--- src/rtl/mf3_pkg.sv ---
package mf3_pkg;

   localparam int MAX_WIDTH  = 2048;
   localparam int MAX_HEIGHT = 4096;

   // column address, width value (up to MAX_WIDTH itself) and row counter widths
   localparam int COL_W = (MAX_WIDTH > 1) ? $clog2(MAX_WIDTH) : 1;
   localparam int WID_W = $clog2(MAX_WIDTH + 1);
   localparam int ROW_W = $clog2(MAX_HEIGHT + 2);

   localparam int CFG_WIDTH_W  = 12;
   localparam int CFG_HEIGHT_W = 13;
   localparam int CSR_DATA_W   = 13;
   localparam int CSR_INDEX_W  = 1;

   localparam logic [CSR_INDEX_W-1:0] CSR_IMAGE_WIDTH  = 1'b0;
   localparam logic [CSR_INDEX_W-1:0] CSR_IMAGE_HEIGHT = 1'b1;

   localparam logic [CFG_WIDTH_W-1:0]  WIDTH_RESET  = 12'd640;
   localparam logic [CFG_HEIGHT_W-1:0] HEIGHT_RESET = 13'd480;

   typedef struct packed {
      logic       pad;
      logic [7:0] red;
      logic [7:0] green;
      logic [7:0] blue;
      logic [7:0] alpha;
   } req_data_type;

   typedef struct packed {
      logic [7:0] med_red;
      logic [7:0] med_green;
      logic [7:0] med_blue;
      logic [7:0] centre_alpha;
      logic       end_of_frame;
   } rsp_data_type;

   typedef struct packed {
      logic [7:0] alpha;
      logic [7:0] blue;
      logic [7:0] green;
      logic [7:0] red;
   } pixel_type;

   // one line store entry: the two rows above the incoming one at a column
   typedef struct packed {
      pixel_type upper;
      pixel_type middle;
   } line_type;

   // per-word control decided at accept time, carried with the word
   typedef struct packed {
      logic flushing;
      logic emit;
      logic first_row;
      logic last_row;
      logic sel0_mid;
      logic sel2_mid;
      logic eof;
   } ctrl_type;

endpackage

--- src/rtl/mf3_window.sv ---
module mf3_window import mf3_pkg::*; (
   input  logic           clock,
   input  logic           reset,
   input  logic           shift,
   input  logic           load,
   input  ctrl_type       ctrl,
   input  pixel_type      top_in,
   input  pixel_type      mid_in,
   input  pixel_type      bot_in,
   output pixel_type [8:0] nb,
   output logic           eof
);

   // index col*3+row, column 0 oldest, row 0 top
   pixel_type [8:0] win_ff;
   pixel_type [8:0] win_in;
   pixel_type [8:0] nb_ff;
   pixel_type [8:0] nb_in;
   logic            eof_ff;

   pixel_type [2:0] col_a;
   pixel_type [2:0] col_b;
   pixel_type [2:0] col_c;
   pixel_type [2:0] pick [3];

   always_comb begin
      win_in[5:0] = win_ff[8:3];
      win_in[6]   = top_in;
      win_in[7]   = mid_in;
      win_in[8]   = bot_in;
   end

   // clamp columns at the left and right edges and rows at the top and bottom edges
   always_comb begin
      col_a   = win_in[2:0];
      col_b   = win_in[5:3];
      col_c   = win_in[8:6];
      pick[0] = ctrl.sel0_mid ? col_b : col_a;
      pick[1] = col_b;
      pick[2] = ctrl.sel2_mid ? col_b : col_c;
      for (int c = 0; c < 3; c++) begin
         nb_in[c]     = ctrl.first_row ? pick[c][1] : pick[c][0];
         nb_in[3 + c] = pick[c][1];
         nb_in[6 + c] = ctrl.last_row ? pick[c][1] : pick[c][2];
      end
   end

   always_ff @(posedge clock) begin
      if (reset) begin
         win_ff <= '0;
      end else if (shift) begin
         win_ff <= win_in;
      end
   end

   always_ff @(posedge clock) begin
      if (load) begin
         nb_ff  <= nb_in;
         eof_ff <= ctrl.eof;
      end
   end

   assign nb  = nb_ff;
   assign eof = eof_ff;

endmodule

--- config.mk ---
export PLATFORM = sky130hd
export DESIGN_NAME = mf3_window
export DESIGN_NICKNAME = d
export VERILOG_FILES = /design/src/rtl/mf3_pkg.sv /design/src/rtl/mf3_window.sv
export SDC_FILE = /design/constraint.sdc
export NUM_CORES = 1
export LEC_CHECK = 0
export BUFFER_PORTS_ARGS = -buffer_cell sky130_fd_sc_hd__buf_2
export CAP_MARGIN = 20
export CELL_PAD_IN_SITES_DETAIL_PLACEMENT = 1
export CELL_PAD_IN_SITES_GLOBAL_PLACEMENT = 2
export CORE_ASPECT_RATIO = 0.8
export CORE_MARGIN = 2
export CORE_UTILIZATION = 29
export DETAILED_ROUTE_END_ITERATION = 10
export GPL_ROUTABILITY_DRIVEN = 0
export PLACE_DENSITY_LB_ADDON = 0.1
export SLEW_MARGIN = 25
export SYNTH_ARGS = -nofsm -noshare
export SYNTH_HDL_FRONTEND = slang
export SYNTH_SLANG_ARGS = --single-unit
export TNS_END_PERCENT = 50
--- constraint.sdc ---
create_clock -name clock -period 1.6 [get_ports clock]
set_input_delay 0.16 -clock clock [delete_from_list [all_inputs] [get_ports clock]]
set_output_delay 0.16 -clock clock [all_outputs]
set_load 0.01 [all_outputs]
# --- After elaboration in Yosys (flattened, before gate mapping) ---
# Index checks and enable logic that the tools add are counted.
op_classes:
  n_shift: 0
  add_sub_neg: 0
  bitwise: 0
  n_reduce_logical: 0
  mux: 8
  n_div: 0
  n_lt_le_gt_ge: 0
  n_mul: 0
  n_eq_ne: 0
op_table:
  columns: ["cell", "n"]
  rows:
  - ["$mux 32", 6]
  - ["$mux 96", 2]
totals:
  regBits: 481
  ram_bits: 0
  latchBits: 0
  n_memories: 0
  output_inout_bits: 289
  mem_bits_ro: 0
  inputBits: 107

# --- Depth between registers and ports, before layout ---
logic_depth:
  ltp_word: 2
  ltp_mapped: 5
  depth_no_buf: 2

# --- Least setup slack after synthesis ---
# No wires, ideal clock.
synth_path:
  path_type: "input port to flip-flop"
  start: "in ctrl[4] (netlist bit)"
  end: "reg nb_ff, in the netlist nb[10] (data pin)"
  path_stages: 3
  setup_time_ns: 0.272
  slack_ns: 0.249
  t_arrival_ns: 1.079
  t_required_ns: 1.328
  cell_sequence: "buf_4 -> buf_2 -> mux4_2"
synth_rtl:
  columns: ["item", "line_no", "text"]
  rows:
  - ["start: declaration", "mf3_window.sv:6", "input ctrl_type ctrl,"]
  - ["end signal: assignment", "mf3_window.sv:58", "nb_ff <= nb_in;"]
  - ["end: declaration", "mf3_window.sv:17", "pixel_type [8:0] nb_ff;"]

# --- Worst setup path in the final report ---
layout_path:
  start: "reg nb_ff, in the netlist nb[47]"
  end: "out nb[47] (netlist bit)"
layout_rtl:
  columns: ["item", "line_no", "text"]
  rows:
  - ["end: declaration", "mf3_window.sv:10", "output pixel_type [8:0] nb,"]
# No word-level cell between the ends.

==> out/qor.yml <==
logic_synthesis:
  ys_dominant_reg_cell: "edfxtp_1"
  seq_area_frac_synth_pct: 62.6
  ys_ff_latch: 481
  yosysTopAreaCell: "edfxtp_1"
  synth_most_common_cell: "edfxtp_1"
  yosys.area.top_type_share_pct: 43.4
  synth.area.top_cells: "edfxtp_1 43%, dfxtp_1 19%, mux4_2 14%"
  synth-edff-count: 289
  synthTopCellsByCount: "289 x edfxtp_1, 192 x dfxtp_1, 192 x mux2i_1, 192 x nor2_1"
  syn_area_per_cell_um2: 16.6
  syn-cell-area_um2: 20000
  syn_nets: 1315
  synth_warnings: 0
  synth_cell_types: 11
  async_flop_share_pct: 0
  syn-instance-count: 1208
timing:
  finalSetupTns_ns: 0
  finalHoldViolCount: 0
  finalSetupViolCount: 0
  tightest_slew_ns: 0.531
  slew_headroom_pct: 64.6
  rsz0062_at_grt: "no"
  fin_crit_ns: 1.37
  hold_slack_ns: 0.0549
  fmax_ghz: 0.728
  finClkSkew_ns: 0.0129
  finalCritPeriodShare_pct: 85.9
  slew_violations: 0
critical_path:
  crit_path_end_kind: "output pin"
  crit_type: "reg2out"
  setup.worst_path.start: "nb[47]$_DFFE_PP_"
  path_cells: "buf_2"
  slowest_delay_ns: 0.45
  path_max_fanout: 1
  cp.required_ns: 1.44
  start_kind: "register"
  critPathBufInv: 1
  r2r_slack_ns: 0.33
  cp_top_family: "flip-flops"
  cp.arrival_ns: 1.21
  cpMaxStageDelayCell: "edfxtp_1"
  r2r_start: "col_b[39]$_SDFFE_PP0P_"
hold_path:
  min_path_type: "in2reg"
  hp-start: "ctrl[1]"
finish:
  fillCellCount: 7113
  antennaDiodeCount: 0
  nets: 1833
  drive_above_1_share_pct: 43.6
  syn2layout_area_growth_pct: 30.4
clock_network:
  clock-sinks: 481
  cts_buffer_depth: 3
  numCtsBuffers: 55
  clkTransAtPathRegs_ns: 0.06
  cts-root-buf: "clkbuf_16"
  cts_max_level: 2
  insertion_delay_ns: 0.59
  cts_resized: 0
  tritoncts: "done"
global_routing:
  antenna_found_initial: 1
  grtUsageMet1_pct: 22.0
  busiest_layer: "met2"
  grtUsageMet2_pct: 24.8
  grt_pass1_wl_um: 85300
  grt_overflow_total: 0
  grt_pass1_vias: 13095
  grtUsageTotal_pct: 15.7
  grt_max_degree: 63
  gr-usage-met3_pct: 3.01
die:
  chipHeight_um: 239
  die-width_um: 298
  core-area_um2: 68500
  die_area_um2: 71200
  num_rows: 86
  start_util_pct: 29.2
  ios: 396
routing:
  drt-total-wl_um: 57000
  firstDrtPassIters: 5
  ant_nets: 0
  vias: 12418
  drc: 0
  drtIter0Drc: 452
  detail_route.wl_per_cell_um: 21.2
  vias_per_cell: 4.61
placement:
  hpwl_um: 37200
  numPortBuffers: 393
pwr:
  max-vdd-ir-drop_v: 0.000668
  cellPowerDensity_nw_per_um2: 1150
  p_leak_nw: 10.8
flow_run:
  drv_cap: 0
outcome:
  status: "finished clean"
final timing paths:
path                             to  depth (start not counted)
max reg2reg       nb[199]$_DFFE_PP_                          1
max                          nb[47]                          1
min               nb[160]$_DFFE_PP_                          2
min reg2reg  col_a[79]$_SDFFE_PP0P_                          2
timing repair:
action	in CTS	in global routing
hold buffers	106	0
buffers inserted	0	0
hold endpoints to repair	213	0
routing by layer:
layer	share of wire, %	wire [um]
met1	47	26700
met5	0	0
met2	47	26600
met3	4.6	2600
met4	1.9	1070
report_power, final:
group | internal, mW | switching (mW)
combinational | 1.64 | 1.60
clock | 7.24 | 5.08
sequential | 14.0 | 0.531
total | 22.9 | 7.21
state kept, by name, indices dropped and copies added, names as in the netlist:
signal and flops:
col_b 96, nb 288, col_a 96, eof 1
per-stage QoR:
step                instances  setup WS (ns)  total power, mW  util, %  cell area, um^2
floorplan                1208          0.249             16.3        -            20000
global placement         2487          0.167             17.9     34.0            23300
detailed placement       2487          0.153             17.9     34.0            23300
CTS                      2695          0.173             30.6     38.1            26100
global route             2695          0.180             31.4     38.1            26100
finish                   2695          0.226             30.1     38.1            26100
cells by family after synthesis:
| kind of cell | Yosys count | synth area share (%) |
|---|---|---|
| DFF | 481 | 62.6 |
| and+or+nand+nor | 192 | 3.60 |
| buffers and inverters | 87 | 2.64 |
| muxes | 448 | 31.2 |
layout by cell type, fill, tap and decap left out, drive strengths merged:
master / netlist / routed
buf: 65 / 442
bufinv: 0 / 2
clkbuf: 22 / 90
clkinv: 0 / 8
clkinvlp: 0 / 1
dfxtp: 192 / 192
dlygate4sd3: 0 / 106
edfxtp: 289 / 289
inv: 0 / 1
mux2: 128 / 128
mux2i: 192 / 192
mux4: 128 / 128
nor2: 192 / 192
layout make-up:
type / instances / area, um^2 / share of cell area, %
Sequential cell: 481 / 12500 / 48.0
Multi-Input combinational cell: 640 / 6970 / 26.7
Timing Repair Buffer: 548 / 3720 / 14.2
Clock buffer: 90 / 1630 / 6.24
Tap cell: 924 / 1160 / 4.43
Clock inverter: 12 / 114 / 0.436
Power figures use the tool's default switching activity.
