<file path="src/rtl/mf3_pkg.sv">
package mf3_pkg;

   localparam int MAX_WIDTH  = 2048;
   localparam int MAX_HEIGHT = 4096;

   // column address, width value (up to MAX_WIDTH itself) and row counter widths
   localparam int COL_W = (MAX_WIDTH > 1) ? $clog2(MAX_WIDTH) : 1;
   localparam int WID_W = $clog2(MAX_WIDTH + 1);
   localparam int ROW_W = $clog2(MAX_HEIGHT + 2);

   localparam int CFG_WIDTH_W  = 12;
   localparam int CFG_HEIGHT_W = 13;
   localparam int CSR_DATA_W   = 13;
   localparam int CSR_INDEX_W  = 1;

   localparam logic [CSR_INDEX_W-1:0] CSR_IMAGE_WIDTH  = 1'b0;
   localparam logic [CSR_INDEX_W-1:0] CSR_IMAGE_HEIGHT = 1'b1;

   localparam logic [CFG_WIDTH_W-1:0]  WIDTH_RESET  = 12'd640;
   localparam logic [CFG_HEIGHT_W-1:0] HEIGHT_RESET = 13'd480;

   typedef struct packed {
      logic       pad;
      logic [7:0] red;
      logic [7:0] green;
      logic [7:0] blue;
      logic [7:0] alpha;
   } req_data_type;

   typedef struct packed {
      logic [7:0] med_red;
      logic [7:0] med_green;
      logic [7:0] med_blue;
      logic [7:0] centre_alpha;
      logic       end_of_frame;
   } rsp_data_type;

   typedef struct packed {
      logic [7:0] alpha;
      logic [7:0] blue;
      logic [7:0] green;
      logic [7:0] red;
   } pixel_type;

   // one line store entry: the two rows above the incoming one at a column
   typedef struct packed {
      pixel_type upper;
      pixel_type middle;
   } line_type;

   // per-word control decided at accept time, carried with the word
   typedef struct packed {
      logic flushing;
      logic emit;
      logic first_row;
      logic last_row;
      logic sel0_mid;
      logic sel2_mid;
      logic eof;
   } ctrl_type;

endpackage

</file>
<file path="src/rtl/mf3_median.sv">
module mf3_median import mf3_pkg::*; (
   input  logic            clock,
   input  logic            sort_load,
   input  logic            out_load,
   input  pixel_type [8:0] nb,
   input  logic            eof,
   output rsp_data_type    rsp_data
);

   logic [7:0]  val [3][9];
   logic [23:0] tri_in [3][3];
   logic [23:0] tri_ff [3][3];
   logic [7:0]  alpha_ff;
   logic        eof_ff;
   logic [7:0]  med [3];
   rsp_data_type out_ff;

   // returns {hi, mid, lo}
   function automatic logic [23:0] sort3(input logic [7:0] a, input logic [7:0] b,
                                         input logic [7:0] c);
      logic [7:0] lo;
      logic [7:0] hi;
      logic [7:0] t;
      lo = (a < b) ? a : b;
      hi = (a < b) ? b : a;
      t  = (hi < c) ? hi : c;
      hi = (hi < c) ? c : hi;
      return (lo < t) ? {hi, t, lo} : {hi, lo, t};
   endfunction

   function automatic logic [7:0] max3(input logic [7:0] a, input logic [7:0] b,
                                       input logic [7:0] c);
      logic [7:0] m;
      m = (a > b) ? a : b;
      return (m > c) ? m : c;
   endfunction

   function automatic logic [7:0] min3(input logic [7:0] a, input logic [7:0] b,
                                       input logic [7:0] c);
      logic [7:0] m;
      m = (a < b) ? a : b;
      return (m < c) ? m : c;
   endfunction

   function automatic logic [7:0] med3(input logic [7:0] a, input logic [7:0] b,
                                       input logic [7:0] c);
      logic [23:0] s;
      s = sort3(a, b, c);
      return s[15:8];
   endfunction

   always_comb begin
      for (int i = 0; i < 9; i++) begin
         val[0][i] = nb[i].red;
         val[1][i] = nb[i].green;
         val[2][i] = nb[i].blue;
      end
      for (int ch = 0; ch < 3; ch++) begin
         for (int k = 0; k < 3; k++) begin
            tri_in[ch][k] = sort3(val[ch][3*k], val[ch][3*k + 1], val[ch][3*k + 2]);
         end
      end
   end

   always_ff @(posedge clock) begin
      if (sort_load) begin
         tri_ff   <= tri_in;
         alpha_ff <= nb[4].alpha;
         eof_ff   <= eof;
      end
   end

   // median of nine = med3(max of lows, med of mids, min of highs)
   always_comb begin
      for (int ch = 0; ch < 3; ch++) begin
         med[ch] = med3(max3(tri_ff[ch][0][7:0], tri_ff[ch][1][7:0], tri_ff[ch][2][7:0]),
                        med3(tri_ff[ch][0][15:8], tri_ff[ch][1][15:8], tri_ff[ch][2][15:8]),
                        min3(tri_ff[ch][0][23:16], tri_ff[ch][1][23:16],
                             tri_ff[ch][2][23:16]));
      end
   end

   always_ff @(posedge clock) begin
      if (out_load) begin
         out_ff.med_red      <= med[0];
         out_ff.med_green    <= med[1];
         out_ff.med_blue     <= med[2];
         out_ff.centre_alpha <= alpha_ff;
         out_ff.end_of_frame <= eof_ff;
      end
   end

   assign rsp_data = out_ff;

endmodule

</file>
<file path="config.mk">
export PLATFORM = sky130hd
export DESIGN_NAME = mf3_median
export DESIGN_NICKNAME = d
export VERILOG_FILES = /design/src/rtl/mf3_pkg.sv /design/src/rtl/mf3_median.sv
export SDC_FILE = /design/constraint.sdc
export NUM_CORES = 1
export LEC_CHECK = 0
export ABC_AREA = 1
export BUFFER_PORTS_ARGS = -buffer_cell sky130_fd_sc_hd__buf_2
export CORE_MARGIN = 2
export CORE_UTILIZATION = 30
export DETAILED_ROUTE_END_ITERATION = 10
export MAX_ROUTING_LAYER = met4
export PLACE_DENSITY = 0.57
export SLEW_MARGIN = 10
export SYNTH_ARGS = -nofsm -noshare
export SYNTH_HDL_FRONTEND = slang
export SYNTH_SLANG_ARGS = --single-unit
</file>
<file path="constraint.sdc">
create_clock -name clock -period 10.17 [get_ports clock]
set_input_delay 0.5085 -clock clock [delete_from_list [all_inputs] [get_ports clock]]
set_output_delay 0.5085 -clock clock [all_outputs]
set_load 0.005 [all_outputs]
</file>
Yosys cells after proc, flatten, opt, wreduce, memory -nomap -nowiden. Index checks and enable logic that the tools add are counted. W data, S select, Z words.

RAM bits: 0. Memories: 0. Flip-flop bits (word level): 258. Latch bits: 0. Bits in read-only memories: 0.

Bitwise operators: 0. Divide/modulo/power cells: 0. Magnitude comparators: 57. Add/sub/neg operators: 0. Multipliers: 0. Reduce and logical (&&, ||, !) cells: 0. Shift operators: 0. Muxes and demuxes: 81. Equal/unequal tests: 0.

Operators by type and width (count): $mux W8 (66); $lt A8 B8 Y1 (51); $mux W16 (15); $gt A8 B8 Y1 (6).

Logic depth before layout (Yosys ltp). Gate-level depths: netlist (run 1).

Depth in word-level cells: 12. Depth in mapped cells: 64. Gate-level depth less buffers: 59.

Worst setup path before layout (run 1). No wires, ideal clock.

Kind: reg2reg. From: register tri_ff[135] (netlist name). To: register out_ff (netlist bit rsp_data[17]), data pin. Setup time: 253 ps. Stages on the path, launching flop included: 48. Slack: 1602 ps. Period minus slack after synthesis: 8568 ps. Data required time: 9917 ps. Data arrival time: 8314 ps. Cells stage by stage: edfxtp_1 ha_1 nand2_1 o21a_1 nand2_2 buf_4 clkbuf_1 o21ai_0 ha_1 a21oi_1 nor2_1 a211oi_1 nand2_2 clkbuf_1 o21ai_0 ha_1 a21oi_1 nor2_1 [12 not listed] o21ai_0 ha_1 a21oi_1 nor2_1 a211oi_1 nand2_2 buf_2 inv_1 nand2_1 o21ai_0 inv_1 ha_1 a21oi_1 nor2_1 a211oi_1 nand2_4 nand2_1 nand2_1.

RTL lines: from (decl) (RTL line mf3_median.sv:12) `logic [23:0] tri_ff [3][3];`; from (signal assigned) (RTL line mf3_median.sv:67) `tri_ff <= tri_in;`; to (decl) (RTL line mf3_median.sv:16) `rsp_data_type out_ff;`.

==> results of run 1 <==
## flip-flops by register name (all words and copies together), names as in the netlist
name / count
alpha_ff: 8
tri_ff: 216
eof_ff: 1
rsp_data: 33
## path summary, 6_finish.rpt
check / end / from
setup / recovery: rsp_data[17] / tri_ff[135]
hold / removal: eof_ff / eof
setup reg to reg: rsp_data[17] / tri_ff[135]
hold reg to reg: rsp_data[1] / alpha_ff[0]
## cell families after synthesis
kind of cell	Yosys count
buffers and inverters	557
AOI/OAI and AO/OA	961
DFF	258
adders and majority gates	396
and+or+nand+nor	1215
## worst max-delay path: cells and delay by family, from the launching register on
kind / cells / cell delay, ns
compound gates: 17 / 4.12
flops: 1 / 0.42
buf+inv: 4 / 0.67
fa+ha+maj: 6 / 1.84
simple gates: 15 / 1.76
## metal layers
metal / global-route usage, % / up-vias / share of wire (%)
met5: - / - / 0
met4: 3.44 / 0 / 2.3
met3: 2.09 / 66 / 4.2
met2: 25.6 / 340 / 46
met1: 19.9 / 9589 / 48
li1: - / 11910 / -
## cell usage after synthesis, drive strengths merged
cell type	n
ha	396
clkbuf	96
o41ai	1
clkinv	2
and2	6
a21boi	9
edfxtp	258
a21o	10
nand3	60
inv	447
a32oi	3
nand4	25
a21oi	278
nor3b	1
o21ai	572
buf	12
o21a	6
a211oi	35
nand3b	20
nor3	1
o211ai	44
nor2	202
nand2	900
o21bai	3
## stage by stage
step	std cells	setup slack, ns	hold WS [ns]
floorplan	3387	1.60	0.400
global placement	4619	1.08	0.402
detailed placement	4619	1.03	0.406
CTS	4672	0.986	0.0252
global route	4673	0.0101	0.0421
finish	4673	1.07	0.0763
## final cells by class
class	instances	area (µm²)
clock buffer	38	802
fill	8661	53900
inverter	449	1690
multi-input combinational	2572	15100
clock inverter	15	163
antenna	1	2.50
timing repair buffer	270	1390
tap	1070	1340
sequential	258	7750
==> run_results.csv, run 1 <==
group,metric,value,unit
placement,place_congestion,0.867,
clock_tree,cts-resized-gates,0,
floorplanning,die_y,292,µm
sta,hold_viol_final,0,
routing,firstDrtPassIters,5,
floorplanning,die_x,292,µm
routing,wl_per_cell,13.8,µm
floorplanning,dieArea,0.0852,mm²
yosys,synthAdderAreaFrac,19.9,%
yosys,synth_cell_type_count,32,
yosys,synth-warning-count,0,
worst_setup_path,cpMaxStageDelayCell,"a211oi_1",
yosys,synth_top_area_share,31.2,%
layout,fin_area,0.0282,mm²
sta,fin_worst_skew,0.0244,ns
floorplanning,start_util,30.3,%
yosys,yosys.area.top_type,"edfxtp_1",
sta,tightestPinTransition,1.07,ns
floorplanning,io_pins,325,
placement,hpwl,53900,µm
clock_tree,clk_latency,0.60,ns
global_route,grt_max_degree,86,
clock_tree,cts_setup_buffers,0,
clock_tree,cts_inserted_buffers,31,
worst_setup_path,slowest_delay,0.48,ns
floorplanning,core,0.0821,mm²
layout,drive_gt1_share,10.2,%
clock_tree,path_clk_slew,0.06,ns
worst_setup_path,cp.arrival,9.42,ns
routing,routed_wl,64500,µm
worst_setup_path,rrSetupSlack,1.07,ns
run,maxCapViolations,0,
global_route,grt_pass1_vias,20292,
worst_setup_path,crit_path_start_kind,"register",
placement,postPlaceCellArea,0.0272,mm²
layout,synthToLayoutAreaGrowth,13.4,%
global_route,grt_pass1_wl,104000,µm
routing,vias,21905,
global_route,grt.overflow.total,0,
layout,final_common_cell,"nand2_1",
hold_path,hp-class,"input pin to register",
global_route,antenna_found_initial,1,
clock_tree,cts-hold-fix-buffers,0,
placement,port_buffers,260,
yosys,synthMuxAreaShare,0,%
routing,drt_iter0_drc,1302,
layout,final_cell_mix,"nand2_1, o21ai_0, inv_1, ha_1, a21oi_1",
clock_tree,cts_buffer_depth,3,
sta,fmax,0.110,GHz
yosys,synth_area,0.0249,mm²
sta,period_share,89.4,%
yosys,synth_top_family_by_area,"compound AO/OA/AOI/OAI gates",
floorplanning,rows,105,
worst_setup_path,cp.required,10.50,ns
yosys,synthCells,3387,
sta,drv_slew,0,
global_route,grt_use_total,15.4,%
yosys,synth_xor_area_share,0,%
worst_setup_path,crit_fanout,31,
worst_setup_path,path_class,"register to register",
sta,worst_slew_margin_rel,28.0,%
worst_setup_path,endpoint_kind,"register",
clock_tree,cts_root_buf,"clkbuf_16",
layout,nets,4270,
yosys,synth_compound_gate_area_share,20.5,%
sta,tns,0,ns
worst_setup_path,r2r_cells,42,
hold_path,holdPathStages,1,
yosys,yosys-top-cells-area,"edfxtp_1, ha_1, nand2_1, o21ai_0, inv_1",
run_status,status,"completed",
yosys,synth_area_per_cell,7.34,µm²
sta,setup_viol,0,
yosys,ys_seq_area_share,31.2,%
routing,ant_nets,0,
yosys,yosys.area_share.simple,19.9,%
sta,rsz0062_at_grt,"no",
layout,fin_util,34.3,%
clock_tree,clock_sinks,258,
clock_tree,cts_tree,"built",
routing,drc,0,
yosys,synth-seq-cells,258,
clock_tree,htreeDepth,1,
sta,fin_crit,9.10,ns
routing,viasPerCell,4.69,
yosys,synth_nets,4075,
Power of run 1 is left out: the tool's default activity adds up to more than one toggle a clock period on the data nets, which glitch-free logic cannot reach.
==> run 2, diff against run 1 <==
CTS_BUF_LIST = sky130_fd_sc_hd__clkbuf_8 sky130_fd_sc_hd__clkbuf_16   (was default)
==> run 2 against run 1 <==
Against the previous run: via count hardly changed; final cell count did not move; worst setup slack got worse by 0.016 ns; clock skew decreased by 0.00050 ns; first-iteration DRC count decreased by 2.8%; die area did not move; global-route usage about the same; flip-flop and latch count unchanged; cell area unchanged.
==> run_results.csv, run 2 (synthesis gave the netlist of run 1 again) <==
group,metric,value,unit
layout,nFillCells,8661,
clock_tree,path_clk_slew,0.06,ns
worst_setup_path,path_class,"register to register",
layout,nets,4270,
routing,vias,21899,
floorplanning,rows,105,
worst_setup_path,crit_path_start_kind,"register",
clock_tree,htreeDepth,1,
clock_tree,cts_inserted_buffers,31,
floorplanning,core,0.0821,mm²
sta,worst_slew_margin_rel,25.8,%
sta,fin_crit,9.11,ns
sta,hold_viol_final,0,
layout,final_cell_mix,"nand2_1, o21ai_0, inv_1, ha_1, a21oi_1",
worst_setup_path,crit_fanout,31,
layout,seqCellArea,0.00775,mm²
routing,routed_wl,64500,µm
clock_tree,clk_latency,0.60,ns
worst_setup_path,cpMaxStageDelayCell,"a211oi_1",
sta,tightestPinTransition,1.11,ns
layout,top_register,"tri_ff",
clock_tree,cts_tree,"built",
floorplanning,dieArea,0.0852,mm²
layout,largest_reg_flops,216,
global_route,grt.overflow.total,0,
clock_tree,clock_sinks,258,
sta,tns,0,ns
placement,dp.cells,4619,
layout,multiInputGateArea,0.0151,mm²
placement,port_buffers,260,
routing,drc,0,
worst_setup_path,cp.arrival,9.44,ns
routing,ant_nets,0,
global_route,grt_max_degree,86,
layout,synthToLayoutAreaGrowth,13.4,%
sta,drv_slew,0,
routing,viasPerCell,4.69,
clock_tree,cts-hold-fix-buffers,0,
run,maxCapViolations,0,
sta,rsz0062_at_grt,"no",
sta,setup_viol,0,
floorplanning,io_pins,325,
hold_path,hp-class,"input pin to register",
global_route,grt_pass1_vias,20294,
floorplanning,die_x,292,µm
worst_setup_path,slowest_delay,0.48,ns
clock_tree,cts_root_buf,"clkbuf_16",
routing,wl_per_cell,13.8,µm
layout,fin_area,0.0282,mm²
clock_tree,cts_buffer_depth,3,
sta,fmax,0.110,GHz
layout,drive_gt1_share,10.2,%
global_route,antenna_found_initial,1,
layout,fin_util,34.3,%
global_route,grt_use_total,15.4,%
worst_setup_path,endpoint_kind,"register",
floorplanning,start_util,30.3,%
placement,place_congestion,0.867,
global_route,grt_pass1_wl,104000,µm
routing,drt_iter0_drc,1265,
run_status,status,"completed",
routing,firstDrtPassIters,5,
sta,fin_worst_skew,0.0239,ns
layout,final_common_cell,"nand2_1",
layout,finalNonFillerCells,4673,
placement,postPlaceCellArea,0.0272,mm²
sta,period_share,89.6,%
floorplanning,die_y,292,µm
worst_setup_path,cp.required,10.50,ns
placement,hpwl,53900,µm
## run 2: cell count changes in the layout (fill, tap and decap cells not counted), sizes merged
cell,previous run,this run
clkbuf,38,31
inv,448,455
## run 2: worst max-delay path: cells and delay by family (launching register included)
kind,cells,cell delay (ns)
compound gates,17,4.14
fa+ha+maj,6,1.85
simple gates,15,1.76
buf+inv,4,0.67
flops,1,0.42
## run 2: path summary, 6_finish.rpt
check                    from      endpoint  slack [ns]  cells after the start
hold / removal            eof        eof_ff        0.08                      1
setup reg to reg  tri_ff[135]  rsp_data[17]        1.06                     42
hold reg to reg   alpha_ff[0]   rsp_data[1]        0.42                      0
setup / recovery  tri_ff[135]  rsp_data[17]        1.06                     42
## run 2: through the flow
step	hold WS (ns)	setup WS, ns
detailed placement	0.406	1.03
floorplan	0.400	1.60
global route	0.0421	0.0101
CTS	0.0252	0.986
global placement	0.402	1.08
finish	0.0767	1.06
## run 2: layout make-up
type / count / area share (%)
Sequential cell: 258 / 27.5
Tap cell: 1070 / 4.75
Clock buffer: 31 / 2.75
Multi-Input combinational cell: 2572 / 53.4
Antenna cell: 1 / 0.00888
Timing Repair Buffer: 270 / 4.92
Inverter: 449 / 5.98
Clock inverter: 22 / 0.670
## run 2: timing repair
item                                    CTS  global route
endpoints found under the setup margin    0            16
buffers inserted                          0             0
gates resized for setup                   0             3
## run 2: layer usage
layer  up-vias  part of all wire, %  GRT usage [%]
li1      11912                    -              -
met1      9573                   47           19.9
met2       348                   46           25.6
met3        66                  4.3           2.09
met4         0                  2.3           3.44
met5         -                    0              -
Power of run 2 is left out for the same reason.
